[src/hw/rtl/line_loss_recovery_sequencer_top_assert.svh]
// Assertion macros of the line-loss recovery sequencer top level.
`ifndef LINE_LOSS_RECOVERY_SEQUENCER_TOP_ASSERT_SVH
`define LINE_LOSS_RECOVERY_SEQUENCER_TOP_ASSERT_SVH

// Same-cycle implication, disabled during reset.
`define LLRS_ASSERT_NOW(label, clk, rst, ante, cons) \
  label: assert property (@(posedge clk) disable iff (rst) (ante) |-> (cons)) \
    else $error("llrs assertion failed");

// Next-cycle implication, disabled during reset.
`define LLRS_ASSERT_NEXT(label, clk, rst, ante, cons) \
  label: assert property (@(posedge clk) disable iff (rst) (ante) |=> (cons)) \
    else $error("llrs assertion failed");

`endif

[src/hw/rtl/llrs_pkg.sv]
// Types, codes and constants of the line-loss recovery sequencer.
`default_nettype none

package llrs_pkg;

  // Input operation codes
  localparam logic OP_TICK  = 1'b0;
  localparam logic OP_START = 1'b1;

  // Phase codes
  typedef enum logic [2:0] {
    PH_IDLE    = 3'd0,
    PH_PIVOT1  = 3'd1,
    PH_REVERSE = 3'd2,
    PH_PIVOT2  = 3'd3,
    PH_VERIFY  = 3'd4,
    PH_TIMEOUT = 3'd5
  } phase_e;

  // Motor command codes
  typedef enum logic [2:0] {
    CMD_STOP     = 3'd0,
    CMD_FORWARD  = 3'd1,
    CMD_BACKWARD = 3'd2,
    CMD_LEFT     = 3'd3,
    CMD_RIGHT    = 3'd4
  } cmd_e;

  // Configuration port widths and register indexes
  localparam int CfgIndexW = 4;
  localparam int CfgDataW  = 16;

  localparam logic [CfgIndexW-1:0] REG_REACQUIRE_NEEDED = 4'd0;
  localparam logic [CfgIndexW-1:0] REG_MAX_TOTAL_TICKS  = 4'd1;
  localparam logic [CfgIndexW-1:0] REG_SWEEP_TICKS      = 4'd2;
  localparam logic [CfgIndexW-1:0] REG_REVERSE_TICKS    = 4'd3;
  localparam logic [CfgIndexW-1:0] REG_VERIFY_TICKS     = 4'd4;
  localparam logic [CfgIndexW-1:0] REG_EXIT_BAND        = 4'd5;
  localparam logic [CfgIndexW-1:0] REG_PIVOT_DUTY       = 4'd6;
  localparam logic [CfgIndexW-1:0] REG_SLOW_DUTY        = 4'd7;

  // Saturation limits
  localparam logic [7:0]  STREAK_MAX = 8'hFF;
  localparam logic [15:0] TOTAL_MAX  = 16'hFFFF;

  typedef struct packed {
    logic [7:0]  reacquire_needed;
    logic [15:0] max_total_ticks;
    logic [15:0] sweep_ticks;
    logic [15:0] reverse_ticks;
    logic [15:0] verify_ticks;
    logic [14:0] exit_band;
    logic [7:0]  pivot_duty;
    logic [7:0]  slow_duty;
  } cfg_t;

  typedef struct packed {
    logic               op;
    logic               side_left;
    logic [3:0]         sensors_on_line;
    logic signed [15:0] line_error;
  } in_item_t;

  typedef struct packed {
    logic [2:0]  phase;
    logic [2:0]  motor_command;
    logic [7:0]  left_duty;
    logic [7:0]  right_duty;
    logic [15:0] elapsed_ticks;
    logic        finished;
    logic        found_line;
    logic        gave_up;
  } out_item_t;

  typedef struct packed {
    phase_e      phase;
    logic        primary_is_left;
    logic [15:0] phase_ticks;
    logic [15:0] total_ticks;
    logic [7:0]  hit_streak;
  } state_t;

endpackage

`default_nettype wire

[src/hw/rtl/llrs_if.sv]
// Handshake channels of the line-loss recovery sequencer.
`default_nettype none

interface llrs_in_if;
  logic               valid;
  logic               ready;
  llrs_pkg::in_item_t data;
  modport source (output valid, output data, input ready);
  modport sink (input valid, input data, output ready);
endinterface

interface llrs_out_if;
  logic                valid;
  logic                ready;
  llrs_pkg::out_item_t data;
  modport source (output valid, output data, input ready);
  modport sink (input valid, input data, output ready);
endinterface

interface llrs_cfg_if;
  logic                           valid;
  logic                           ready;
  logic [llrs_pkg::CfgIndexW-1:0] index;
  logic [llrs_pkg::CfgDataW-1:0]  data;
  modport source (output valid, output index, output data, input ready);
  modport sink (input valid, input index, input data, output ready);
endinterface

`default_nettype wire

[src/hw/rtl/llrs_cfg_regs.sv]
// Configuration register file of the line-loss recovery sequencer.
`default_nettype none

module llrs_cfg_regs (
  input  wire logic          clk,
  input  wire logic          rst,
  llrs_cfg_if.sink           cfg_wr,
  output llrs_pkg::cfg_t     cfg
);

  // Always take writes
  assign cfg_wr.ready = 1'b1;

  // Decode the index and load the register; drop writes beyond the list
  always_ff @(posedge clk) begin
    if (rst) begin
      cfg.reacquire_needed <= 8'd3;
      cfg.max_total_ticks  <= 16'd200;
      cfg.sweep_ticks      <= 16'd20;
      cfg.reverse_ticks    <= 16'd10;
      cfg.verify_ticks     <= 16'd20;
      cfg.exit_band        <= 15'd1500;
      cfg.pivot_duty       <= 8'd120;
      cfg.slow_duty        <= 8'd80;
    end else if (cfg_wr.valid) begin
      unique case (cfg_wr.index)
        llrs_pkg::REG_REACQUIRE_NEEDED: cfg.reacquire_needed <= cfg_wr.data[7:0];
        llrs_pkg::REG_MAX_TOTAL_TICKS:  cfg.max_total_ticks  <= cfg_wr.data;
        llrs_pkg::REG_SWEEP_TICKS:      cfg.sweep_ticks      <= cfg_wr.data;
        llrs_pkg::REG_REVERSE_TICKS:    cfg.reverse_ticks    <= cfg_wr.data;
        llrs_pkg::REG_VERIFY_TICKS:     cfg.verify_ticks     <= cfg_wr.data;
        llrs_pkg::REG_EXIT_BAND:        cfg.exit_band        <= cfg_wr.data[14:0];
        llrs_pkg::REG_PIVOT_DUTY:       cfg.pivot_duty       <= cfg_wr.data[7:0];
        llrs_pkg::REG_SLOW_DUTY:        cfg.slow_duty        <= cfg_wr.data[7:0];
        default: ;
      endcase
    end
  end

endmodule

`default_nettype wire

[src/hw/rtl/llrs_step.sv]
// Single-item step logic: next sequencer state and result for one item.
`default_nettype none

module llrs_step (
  input  wire llrs_pkg::state_t    st,
  input  wire llrs_pkg::cfg_t      cfg,
  input  wire llrs_pkg::in_item_t  item,
  output llrs_pkg::state_t    st_next,
  output llrs_pkg::out_item_t res,
  output logic                has_res
);

  logic [16:0]      err_ext;
  logic [16:0]      err_abs;
  logic             hit;
  logic [7:0]       streak_new;
  logic             reacq;
  logic             tmo;
  logic             active;
  llrs_pkg::cmd_e   act_cmd;
  logic [7:0]       act_duty;
  logic [15:0]      act_limit;
  llrs_pkg::phase_e act_next;
  logic [15:0]      pt_inc;
  logic             advance;
  logic [15:0]      total_inc;

  // Reacquire hit: some sensor on the line and |error| inside the band
  assign err_ext = {item.line_error[15], item.line_error};
  assign err_abs = item.line_error[15] ? (17'd0 - err_ext) : err_ext;
  assign hit     = (item.sensors_on_line != 4'd0) && (err_abs < {2'b00, cfg.exit_band});

  // Saturating hit streak and the end checks
  assign streak_new = !hit ? 8'd0 :
                      (st.hit_streak == llrs_pkg::STREAK_MAX) ? st.hit_streak :
                      st.hit_streak + 8'd1;
  assign reacq = streak_new >= cfg.reacquire_needed;
  assign tmo   = st.total_ticks >= cfg.max_total_ticks;

  // Command, duty, length and successor of the current phase
  always_comb begin
    act_cmd   = llrs_pkg::CMD_STOP;
    act_duty  = 8'd0;
    act_limit = 16'd0;
    act_next  = llrs_pkg::PH_TIMEOUT;
    active    = 1'b1;
    unique case (st.phase)
      llrs_pkg::PH_PIVOT1: begin
        act_cmd   = st.primary_is_left ? llrs_pkg::CMD_LEFT : llrs_pkg::CMD_RIGHT;
        act_duty  = cfg.pivot_duty;
        act_limit = cfg.sweep_ticks;
        act_next  = llrs_pkg::PH_REVERSE;
      end
      llrs_pkg::PH_REVERSE: begin
        act_cmd   = llrs_pkg::CMD_BACKWARD;
        act_duty  = cfg.slow_duty;
        act_limit = cfg.reverse_ticks;
        act_next  = llrs_pkg::PH_PIVOT2;
      end
      llrs_pkg::PH_PIVOT2: begin
        act_cmd   = st.primary_is_left ? llrs_pkg::CMD_RIGHT : llrs_pkg::CMD_LEFT;
        act_duty  = cfg.pivot_duty;
        act_limit = cfg.sweep_ticks;
        act_next  = llrs_pkg::PH_VERIFY;
      end
      llrs_pkg::PH_VERIFY: begin
        act_cmd   = llrs_pkg::CMD_FORWARD;
        act_duty  = cfg.slow_duty;
        act_limit = cfg.verify_ticks;
        act_next  = llrs_pkg::PH_TIMEOUT;
      end
      default: active = 1'b0;
    endcase
  end

  // Phase tick count and saturating total; a length of zero ends after one tick
  assign pt_inc    = st.phase_ticks + 16'd1;
  assign advance   = pt_inc >= act_limit;
  assign total_inc = (st.total_ticks == llrs_pkg::TOTAL_MAX) ? st.total_ticks :
                     st.total_ticks + 16'd1;

  // Select next state and result
  always_comb begin
    st_next           = st;
    has_res           = 1'b0;
    res.phase         = llrs_pkg::PH_IDLE;
    res.motor_command = llrs_pkg::CMD_STOP;
    res.left_duty     = 8'd0;
    res.right_duty    = 8'd0;
    res.elapsed_ticks = st.total_ticks;
    res.finished      = 1'b1;
    res.found_line    = 1'b0;
    res.gave_up       = 1'b0;
    if (item.op == llrs_pkg::OP_START) begin
      // Arm a new recovery
      st_next.primary_is_left = item.side_left;
      st_next.phase           = llrs_pkg::PH_PIVOT1;
      st_next.phase_ticks     = 16'd0;
      st_next.total_ticks     = 16'd0;
      st_next.hit_streak      = 8'd0;
    end else begin
      has_res = 1'b1;
      if (st.phase != llrs_pkg::PH_IDLE) begin
        st_next.hit_streak = streak_new;
        if (reacq) begin
          st_next.phase  = llrs_pkg::PH_IDLE;
          res.found_line = 1'b1;
        end else if (tmo || !active) begin
          st_next.phase = llrs_pkg::PH_TIMEOUT;
          res.phase     = llrs_pkg::PH_TIMEOUT;
          res.gave_up   = 1'b1;
        end else if (advance && (act_next == llrs_pkg::PH_TIMEOUT)) begin
          // Verify over: stop without advancing the total
          st_next.phase       = llrs_pkg::PH_TIMEOUT;
          st_next.phase_ticks = 16'd0;
          res.phase           = llrs_pkg::PH_TIMEOUT;
          res.gave_up         = 1'b1;
        end else begin
          st_next.phase       = advance ? act_next : st.phase;
          st_next.phase_ticks = advance ? 16'd0 : pt_inc;
          st_next.total_ticks = total_inc;
          res.phase           = advance ? act_next : st.phase;
          res.motor_command   = act_cmd;
          res.left_duty       = act_duty;
          res.right_duty      = act_duty;
          res.elapsed_ticks   = total_inc;
          res.finished        = 1'b0;
        end
      end
    end
  end

endmodule

`default_nettype wire

[src/hw/rtl/line_loss_recovery_sequencer_top.sv]
// Top level of the line-loss recovery sequencer.
//
//   channel     dir  handshake      payload
//   item_in     in   valid/ready    op, side_left, sensors_on_line, line_error
//   result_out  out  valid/ready    phase, motor_command, duties, elapsed, flags
//   cfg_wr      in   valid/ready    index, data (always ready)
//
// An item is held in the input register, then stepped into the result
// register once the result register is empty or being taken.
// Throughput: one item per cycle while the result is not stalled, set by
// the single step through llrs_step.
// Start items update the state and produce no result, even while the result
// register is stalled. A stalled result holds the input register; ready
// falls only when both are full. Reset (rst, synchronous) clears both valid
// flags and the sequencer state to idle; configuration returns to defaults.
`default_nettype none

module line_loss_recovery_sequencer_top (
  input  wire logic  clk,
  input  wire logic  rst,
  llrs_in_if.sink    item_in,
  llrs_out_if.source result_out,
  llrs_cfg_if.sink   cfg_wr
);

`include "line_loss_recovery_sequencer_top_assert.svh"

  llrs_pkg::cfg_t      cfg;
  llrs_pkg::state_t    st;
  llrs_pkg::state_t    st_next;
  llrs_pkg::in_item_t  in_item;
  logic                in_valid;
  llrs_pkg::out_item_t res;
  logic                has_res;
  llrs_pkg::out_item_t out_item;
  logic                out_valid;
  logic                proceed;

  llrs_cfg_regs u_cfg (
    .clk    (clk),
    .rst    (rst),
    .cfg_wr (cfg_wr),
    .cfg    (cfg)
  );

  llrs_step u_step (
    .st      (st),
    .cfg     (cfg),
    .item    (in_item),
    .st_next (st_next),
    .res     (res),
    .has_res (has_res)
  );

  // Step the held item when it needs no result slot or the slot frees up
  assign proceed = in_valid &&
                   ((in_item.op == llrs_pkg::OP_START) || !out_valid || result_out.ready);
  assign item_in.ready = !in_valid || proceed;

  // Input register
  always_ff @(posedge clk) begin
    if (rst) begin
      in_valid <= 1'b0;
    end else if (item_in.ready) begin
      in_valid <= item_in.valid;
    end
  end

  always_ff @(posedge clk) begin
    if (item_in.ready && item_in.valid) begin
      in_item <= item_in.data;
    end
  end

  // Sequencer state
  always_ff @(posedge clk) begin
    if (rst) begin
      st.phase           <= llrs_pkg::PH_IDLE;
      st.primary_is_left <= 1'b0;
      st.phase_ticks     <= 16'd0;
      st.total_ticks     <= 16'd0;
      st.hit_streak      <= 8'd0;
    end else if (proceed) begin
      st <= st_next;
    end
  end

  // Result register: load on a stepped tick, drop once taken
  always_ff @(posedge clk) begin
    if (rst) begin
      out_valid <= 1'b0;
    end else if (proceed && has_res) begin
      out_valid <= 1'b1;
    end else if (result_out.ready) begin
      out_valid <= 1'b0;
    end
  end

  always_ff @(posedge clk) begin
    if (proceed && has_res) begin
      out_item <= res;
    end
  end

  assign result_out.valid = out_valid;
  assign result_out.data  = out_item;

  // A running result always shows one of the four active phases
  `LLRS_ASSERT_NOW(a_running_phase, clk, rst, out_valid && !out_item.finished,
    (out_item.phase == llrs_pkg::PH_PIVOT1) || (out_item.phase == llrs_pkg::PH_REVERSE) ||
    (out_item.phase == llrs_pkg::PH_PIVOT2) || (out_item.phase == llrs_pkg::PH_VERIFY))
  // A recovery never ends both found and given up
  `LLRS_ASSERT_NOW(a_end_flags, clk, rst, out_valid,
    !(out_item.found_line && out_item.gave_up))
  // A start item arms pivot primary with cleared counters
  `LLRS_ASSERT_NEXT(a_start_arms, clk, rst, proceed && (in_item.op == llrs_pkg::OP_START),
    (st.phase == llrs_pkg::PH_PIVOT1) && (st.total_ticks == 16'd0) && (st.hit_streak == 8'd0))
  // Ticks never make the total go backwards
  `LLRS_ASSERT_NEXT(a_total_mono, clk, rst, proceed && (in_item.op == llrs_pkg::OP_TICK),
    st.total_ticks >= $past(st.total_ticks))

endmodule

`default_nettype wire
[src/flat_wrapper.sv]
// flat-port wrapper written by rule: the top's interface ports become plain ports
module line_loss_recovery_sequencer_top_flat 
  (clk, rst, item_in_valid, item_in_data, item_in_ready, result_out_valid, result_out_data, result_out_ready, cfg_wr_valid, cfg_wr_index, cfg_wr_data, cfg_wr_ready);
  llrs_in_if item_in_i ();
  llrs_out_if result_out_i ();
  llrs_cfg_if cfg_wr_i ();
  input  wire logic clk;
  input  wire logic rst;
  input wire logic [$bits(item_in_i.valid)-1:0] item_in_valid;
  input wire logic [$bits(item_in_i.data)-1:0] item_in_data;
  output wire logic [$bits(item_in_i.ready)-1:0] item_in_ready;
  output wire logic [$bits(result_out_i.valid)-1:0] result_out_valid;
  output wire logic [$bits(result_out_i.data)-1:0] result_out_data;
  input wire logic [$bits(result_out_i.ready)-1:0] result_out_ready;
  input wire logic [$bits(cfg_wr_i.valid)-1:0] cfg_wr_valid;
  input wire logic [$bits(cfg_wr_i.index)-1:0] cfg_wr_index;
  input wire logic [$bits(cfg_wr_i.data)-1:0] cfg_wr_data;
  output wire logic [$bits(cfg_wr_i.ready)-1:0] cfg_wr_ready;
  assign item_in_i.valid = item_in_valid;
  assign item_in_i.data = item_in_data;
  assign item_in_ready = item_in_i.ready;
  assign result_out_valid = result_out_i.valid;
  assign result_out_data = result_out_i.data;
  assign result_out_i.ready = result_out_ready;
  assign cfg_wr_i.valid = cfg_wr_valid;
  assign cfg_wr_i.index = cfg_wr_index;
  assign cfg_wr_i.data = cfg_wr_data;
  assign cfg_wr_ready = cfg_wr_i.ready;
  line_loss_recovery_sequencer_top u_core (.clk(clk), .rst(rst), .item_in(item_in_i), .result_out(result_out_i), .cfg_wr(cfg_wr_i));
endmodule
[config.mk]
export PLATFORM = sky130hd
export DESIGN_NAME = line_loss_recovery_sequencer_top_flat
export DESIGN_NICKNAME = d
export VERILOG_FILES = /design/src/hw/rtl/llrs_pkg.sv /design/src/hw/rtl/llrs_if.sv /design/src/hw/rtl/llrs_cfg_regs.sv /design/src/hw/rtl/llrs_step.sv /design/src/hw/rtl/line_loss_recovery_sequencer_top.sv /design/src/flat_wrapper.sv
export VERILOG_INCLUDE_DIRS = /design/src /design/src/hw/rtl
export SDC_FILE = /design/constraint.sdc
export NUM_CORES = 1
export LEC_CHECK = 0
export ABC_AREA = 1
export BUFFER_PORTS_ARGS = -buffer_cell sky130_fd_sc_hd__buf_2
export CAP_MARGIN = 40
export CORE_UTILIZATION = 56
export CTS_BUF_LIST = sky130_fd_sc_hd__clkbuf_8
export DETAILED_ROUTE_END_ITERATION = 10
export PLACE_DENSITY_LB_ADDON = 0.3
export SLEW_MARGIN = 20
export SYNTH_ARGS = -nofsm -noshare
export SYNTH_HDL_FRONTEND = slang
export SYNTH_SLANG_ARGS = --single-unit
[constraint.sdc]
create_clock -name clk -period 3.9 [get_ports clk]
set_clock_uncertainty 0.05 [all_clocks]
set_input_delay 0.78 -clock clk [delete_from_list [all_inputs] [get_ports clk]]
set_output_delay 0.78 -clock clk [all_outputs]
set_load 0.02 [all_outputs]
==> metrics.md <==
| Metric | Value |
|---|---|
| Yosys cell types | `41` |
| RSZ-0062 raised after global routing | `yes` |
| Most used cell, CP | `inv_2` |
| Vias/cell | `5.52` |
| Final Critical Period | `4030 ps` |
| Post-synthesis cell count | `around 1.3k` |
| Slew Viols, Final | `0` |
| Critical Path Max Stage Delay | `370 ps` |
| Share of the yosys chip area belonging to registers | `around 45%` |
| Hold Crit Class | `input port to flop` |
| Die Ht | `approximately 140 um` |
| Gr ovfl total | `0` |
| Logic pwr share | `11.8%` |
| Clock Path Buffers | `3` |
| Crit end category | `flop` |
| DRC viols | `18` |
| Largest delay share family, worst path | `simple AND/OR/NAND/NOR gates` |
| Net Sw Power | `1.27 mW` |
| Largest net degree at the start of global routing | `just under 80` |
| Synth Area in Compound Gates | `15.5%` |
| Max_slew headroom | `46.6%` |
| Seq cells post-synth | `between 200 and 250` |
| Failing checks | `DRC, setup timing` |
| CP Launch Type | `flop` |
| Switching Share | `27.2%` |
| WP buf/inv | `4` |
| CP max-delay cell | `edfxtp_1` |
| Overall Power | `4.67 mW` |
| Final hold vios | `0` |
| Share of layout cells above drive strength 1 | `between 10% and 20%` |
| Antenna-violating nets left | `0` |
| Synthesized area per cell | `between 7 and 8 sq um` |
| Syn Nets | `1443` |
| WHS | `372 ps` |
| Sequential share of power | `48.5%` |
| Initial antenna violation count | `0` |
| Initial Util | `57.4%` |
| H-tree depth | `2` |
| Setup-failing EPs final | `58` |
| Die width | `~140 um` |
| IO Pins | `91` |
| Pint | `3.40 mW` |
| DR vias | `9369` |
| Place WS | `-243 ps` |
| Top_reg_cell synth | `dfxtp_1` |
| Hold_buf cts | `0` |
| Area Overhead vs Synth | `17.3%` |
| Clock Tree Root | `clkbuf_8` |
| Routability cong. | `0.920` |
| Post-Synth Adder-Cell Area | `7.00%` |
| Final #Nets | `approximately 1.5k` |
| Critical path type | `flop to flop` |
| DRT Pass-1 Iters | `8` |
| Number of global-route vias before repair | `8743` |
| Core Area | `~18000 sq um` |
| Sink Count | `204` |
| Total Routing Usage GR | `a little over a quarter` |
| Post-synth EDFFs | `55` |
| Max_cap viols | `0` |
| Mux cell area share after synthesis | `0%` |
| Fmax | `approximately 250 MHz` |
| Num rows | `49` |
| Setup ws final | `-129 ps` |
| Period utilization | `103%` |
| Port Buffers | `89` |
| Clock share of power | `between 30 and 40%` |
| Clock slew at reported path FFs | `60 ps` |
| Post-synthesis simple-gate area fraction | `20.6%` |
| CTS buffer count | `36` |
| P_leak | `around 5.4 nW` |
| Largest family of logic cells by synthesized area | `simple AND/OR/NAND/NOR gates` |
| VDD IR max | `278 uV` |
| Post-Syn Area | `just over 10000 sq um` |
| Routed wire length | `25900 um` |
| CP max FO | `13` |
| Drt wl/cell | `around 15 um` |
| Synth Area in XOR/XNOR | `3.55%` |
| HPWL Detailed | `approximately 17000 um` |
| Die footprint | `19100 sq um` |
| Yosys warnings | `0` |
| Worst Tran Pin Value | `800 ps` |
| Asr flop ratio synth | `0%` |
| Iter 0 DRT Violations | `~810` |
| Pwr/cell area | `384 nW/um^2` |
| Arr. time, crit path | `4260 ps` |
| Status | `complete, but fails checks` |
| CTS tree | `yes` |
| Clk Latency, worst-skew pair | `530 ps` |
| First-pass GRT wire length | `41700 um` |
| Critical Path RT | `4130 ps` |
| Antenna cells | `0` |
-- cells in the mapped netlist, types with 2 or more instances --
cell	instances	area share [%]
buf_2	7	0.34
nor4_1	5	0.30
buf_1	4	0.14
a31oi_1	4	0.24
buf_6	3	0.33
o21bai_1	4	0.29
nand2_1	218	7.9
ha_1	58	7.0
edfxtp_1	55	16
inv_2	5	0.18
clkinv_1	2	0.072
xnor2_1	9	0.76
a221oi_1	13	1.1
a21oi_1	124	6.0
nand4_1	19	1.1
a211oi_1	2	0.14
nand3_1	63	3.0
nand3b_1	2	0.14
a32o_1	2	0.19
o211ai_1	7	0.51
nor2_1	176	6.4
buf_4	10	0.72
or2_2	3	0.18
o21a_1	2	0.14
xor2_1	33	2.8
dfxtp_1	149	29
clkbuf_1	34	1.2
o21ai_0	136	6.6
a22oi_1	2	0.14
inv_1	156	5.6
nor3_1	20	0.96
nand2_2	2	0.12
-- metrics by stage --
stage | area, sq um | util (%) | TNS [ps] | std cells
after floorplan | 10400 | - | 0 | 1338
after global placement | 11100 | 61.3 | -1560 | 1624
after detailed placement | 11100 | 61.3 | -11380 | 1624
after CTS | 11900 | 65.8 | -753 | 1693
after global routing | 12200 | 67.3 | -24640 | 1696
final | 12200 | 67.3 | -4320 | 1696
-- state kept, by name (all words and copies together) (netlist names) --
signal,cells
u_core.u_cfg.cfg,103
u_core.st,44
u_core.result_out.data,33
u_core.in_item,22
u_core.in_valid,1
u_core.result_out.valid,1
-- cell usage in the layout (no fill, tap or decap), drive strengths merged, types with 2 or more instances in the layout --
cell type,n
a211oi,2
a21oi,124
a221oi,13
a22oi,2
a31oi,4
a32o,2
buf,120
clkbuf,43
clkinv,8
clkinvlp,3
dfxtp,149
edfxtp,55
ha,58
inv,176
nand2,220
nand3,63
nand3b,2
nand4,19
nor2,178
nor3,20
nor4,5
o211ai,7
o21a,2
o21ai,137
o21bai,4
or2,3
xnor2,9
xor2,33
-- layout make-up --
| type | instances | area, sq um |
|---|---|---|
| Tap cell | 229 | 287 |
| Clock inverter | 24 | 108 |
| Timing Repair Buffer | 121 | 783 |
| Sequential cell | 204 | 4630 |
| Inverter | 163 | 621 |
| Clock buffer | 42 | 578 |
| Fill cell | 1467 | 5920 |
| Multi-Input combinational cell | 913 | 5150 |
-- metal layers --
metal | vias to the layer above | wire, um | track usage, % | share of wire (%)
li1 | 4648 | - | - | -
met1 | 4301 | 11500 | 34.6 | 45
met2 | 345 | 11700 | 44.2 | 45
met3 | 75 | 1630 | 4.99 | 6.3
met4 | 0 | 986 | 12.1 | 3.8
met5 | - | 0 | 0 | 0
-- worst paths after layout --
check	slack, ps	end	start	cells past startpoint
worst min register to register	410	u_core.u_cfg.cfg[51]$_SDFFE_PP0P_	u_core.u_cfg.cfg[51]$_SDFFE_PP0P_	2
worst max-delay path	-130	u_core.result_out.data[9]$_DFFE_PP_	u_core.in_item[1]$_DFFE_PP_	26
worst min-delay path	370	u_core.in_item[21]$_DFFE_PP_	item_in_data[21]	1
worst max register to register	-130	u_core.result_out.data[9]$_DFFE_PP_	u_core.in_item[1]$_DFFE_PP_	26
-- worst reg2reg max path, cell delays in order (launching register included) --
cell and delay [ps]:
edfxtp_1 370, inv_2 100, ha_4 150, nand2_4 60, nor2_4 90, nand4_1 120
o21ai_2 220, nand2_1 90, xor2_1 150, ha_1 310, inv_2 80, nor3_2 50
a211oi_2 170, nand2_2 90, nand2_4 110, nand2_8 90, a31oi_4 180, ha_4 230
a21oi_2 140, o21a_1 170, nand3_4 120, nor2_4 110, inv_2 70, nor2_8 210
inv_4 120, nor2_1 120, a21oi_1 50
-- logic make-up (layout without fill, tap and decap cells) --
family | after synthesis | count (layout)
adders and majority gates | 58 | 58
and+or+nand+nor | 513 | 513
buffers and inverters | 221 | 350
xor gates and xnor gates | 42 | 42
other | 1 | 1
AOI/OAI and AO/OA | 299 | 299
DFF | 204 | 204
-- power groups by stage --
stage	clock network (mW)	registers, mW	logic (mW)
final	1.85	2.27	0.550
after detailed placement	0	2.31	0.486
after global placement	0	2.31	0.476
after global routing	1.97	2.27	0.605
after floorplan	0	2.31	0.329
after CTS	1.88	2.26	0.502
-- what timing repair did --
action,in CTS,in global routing
pin swaps,12,19
resized for setup,26,68
endpoints found under the setup margin,64,68
buffers inserted,2,1
gates cloned,1,2
Note: power is estimated with default switching activity, not from simulation.
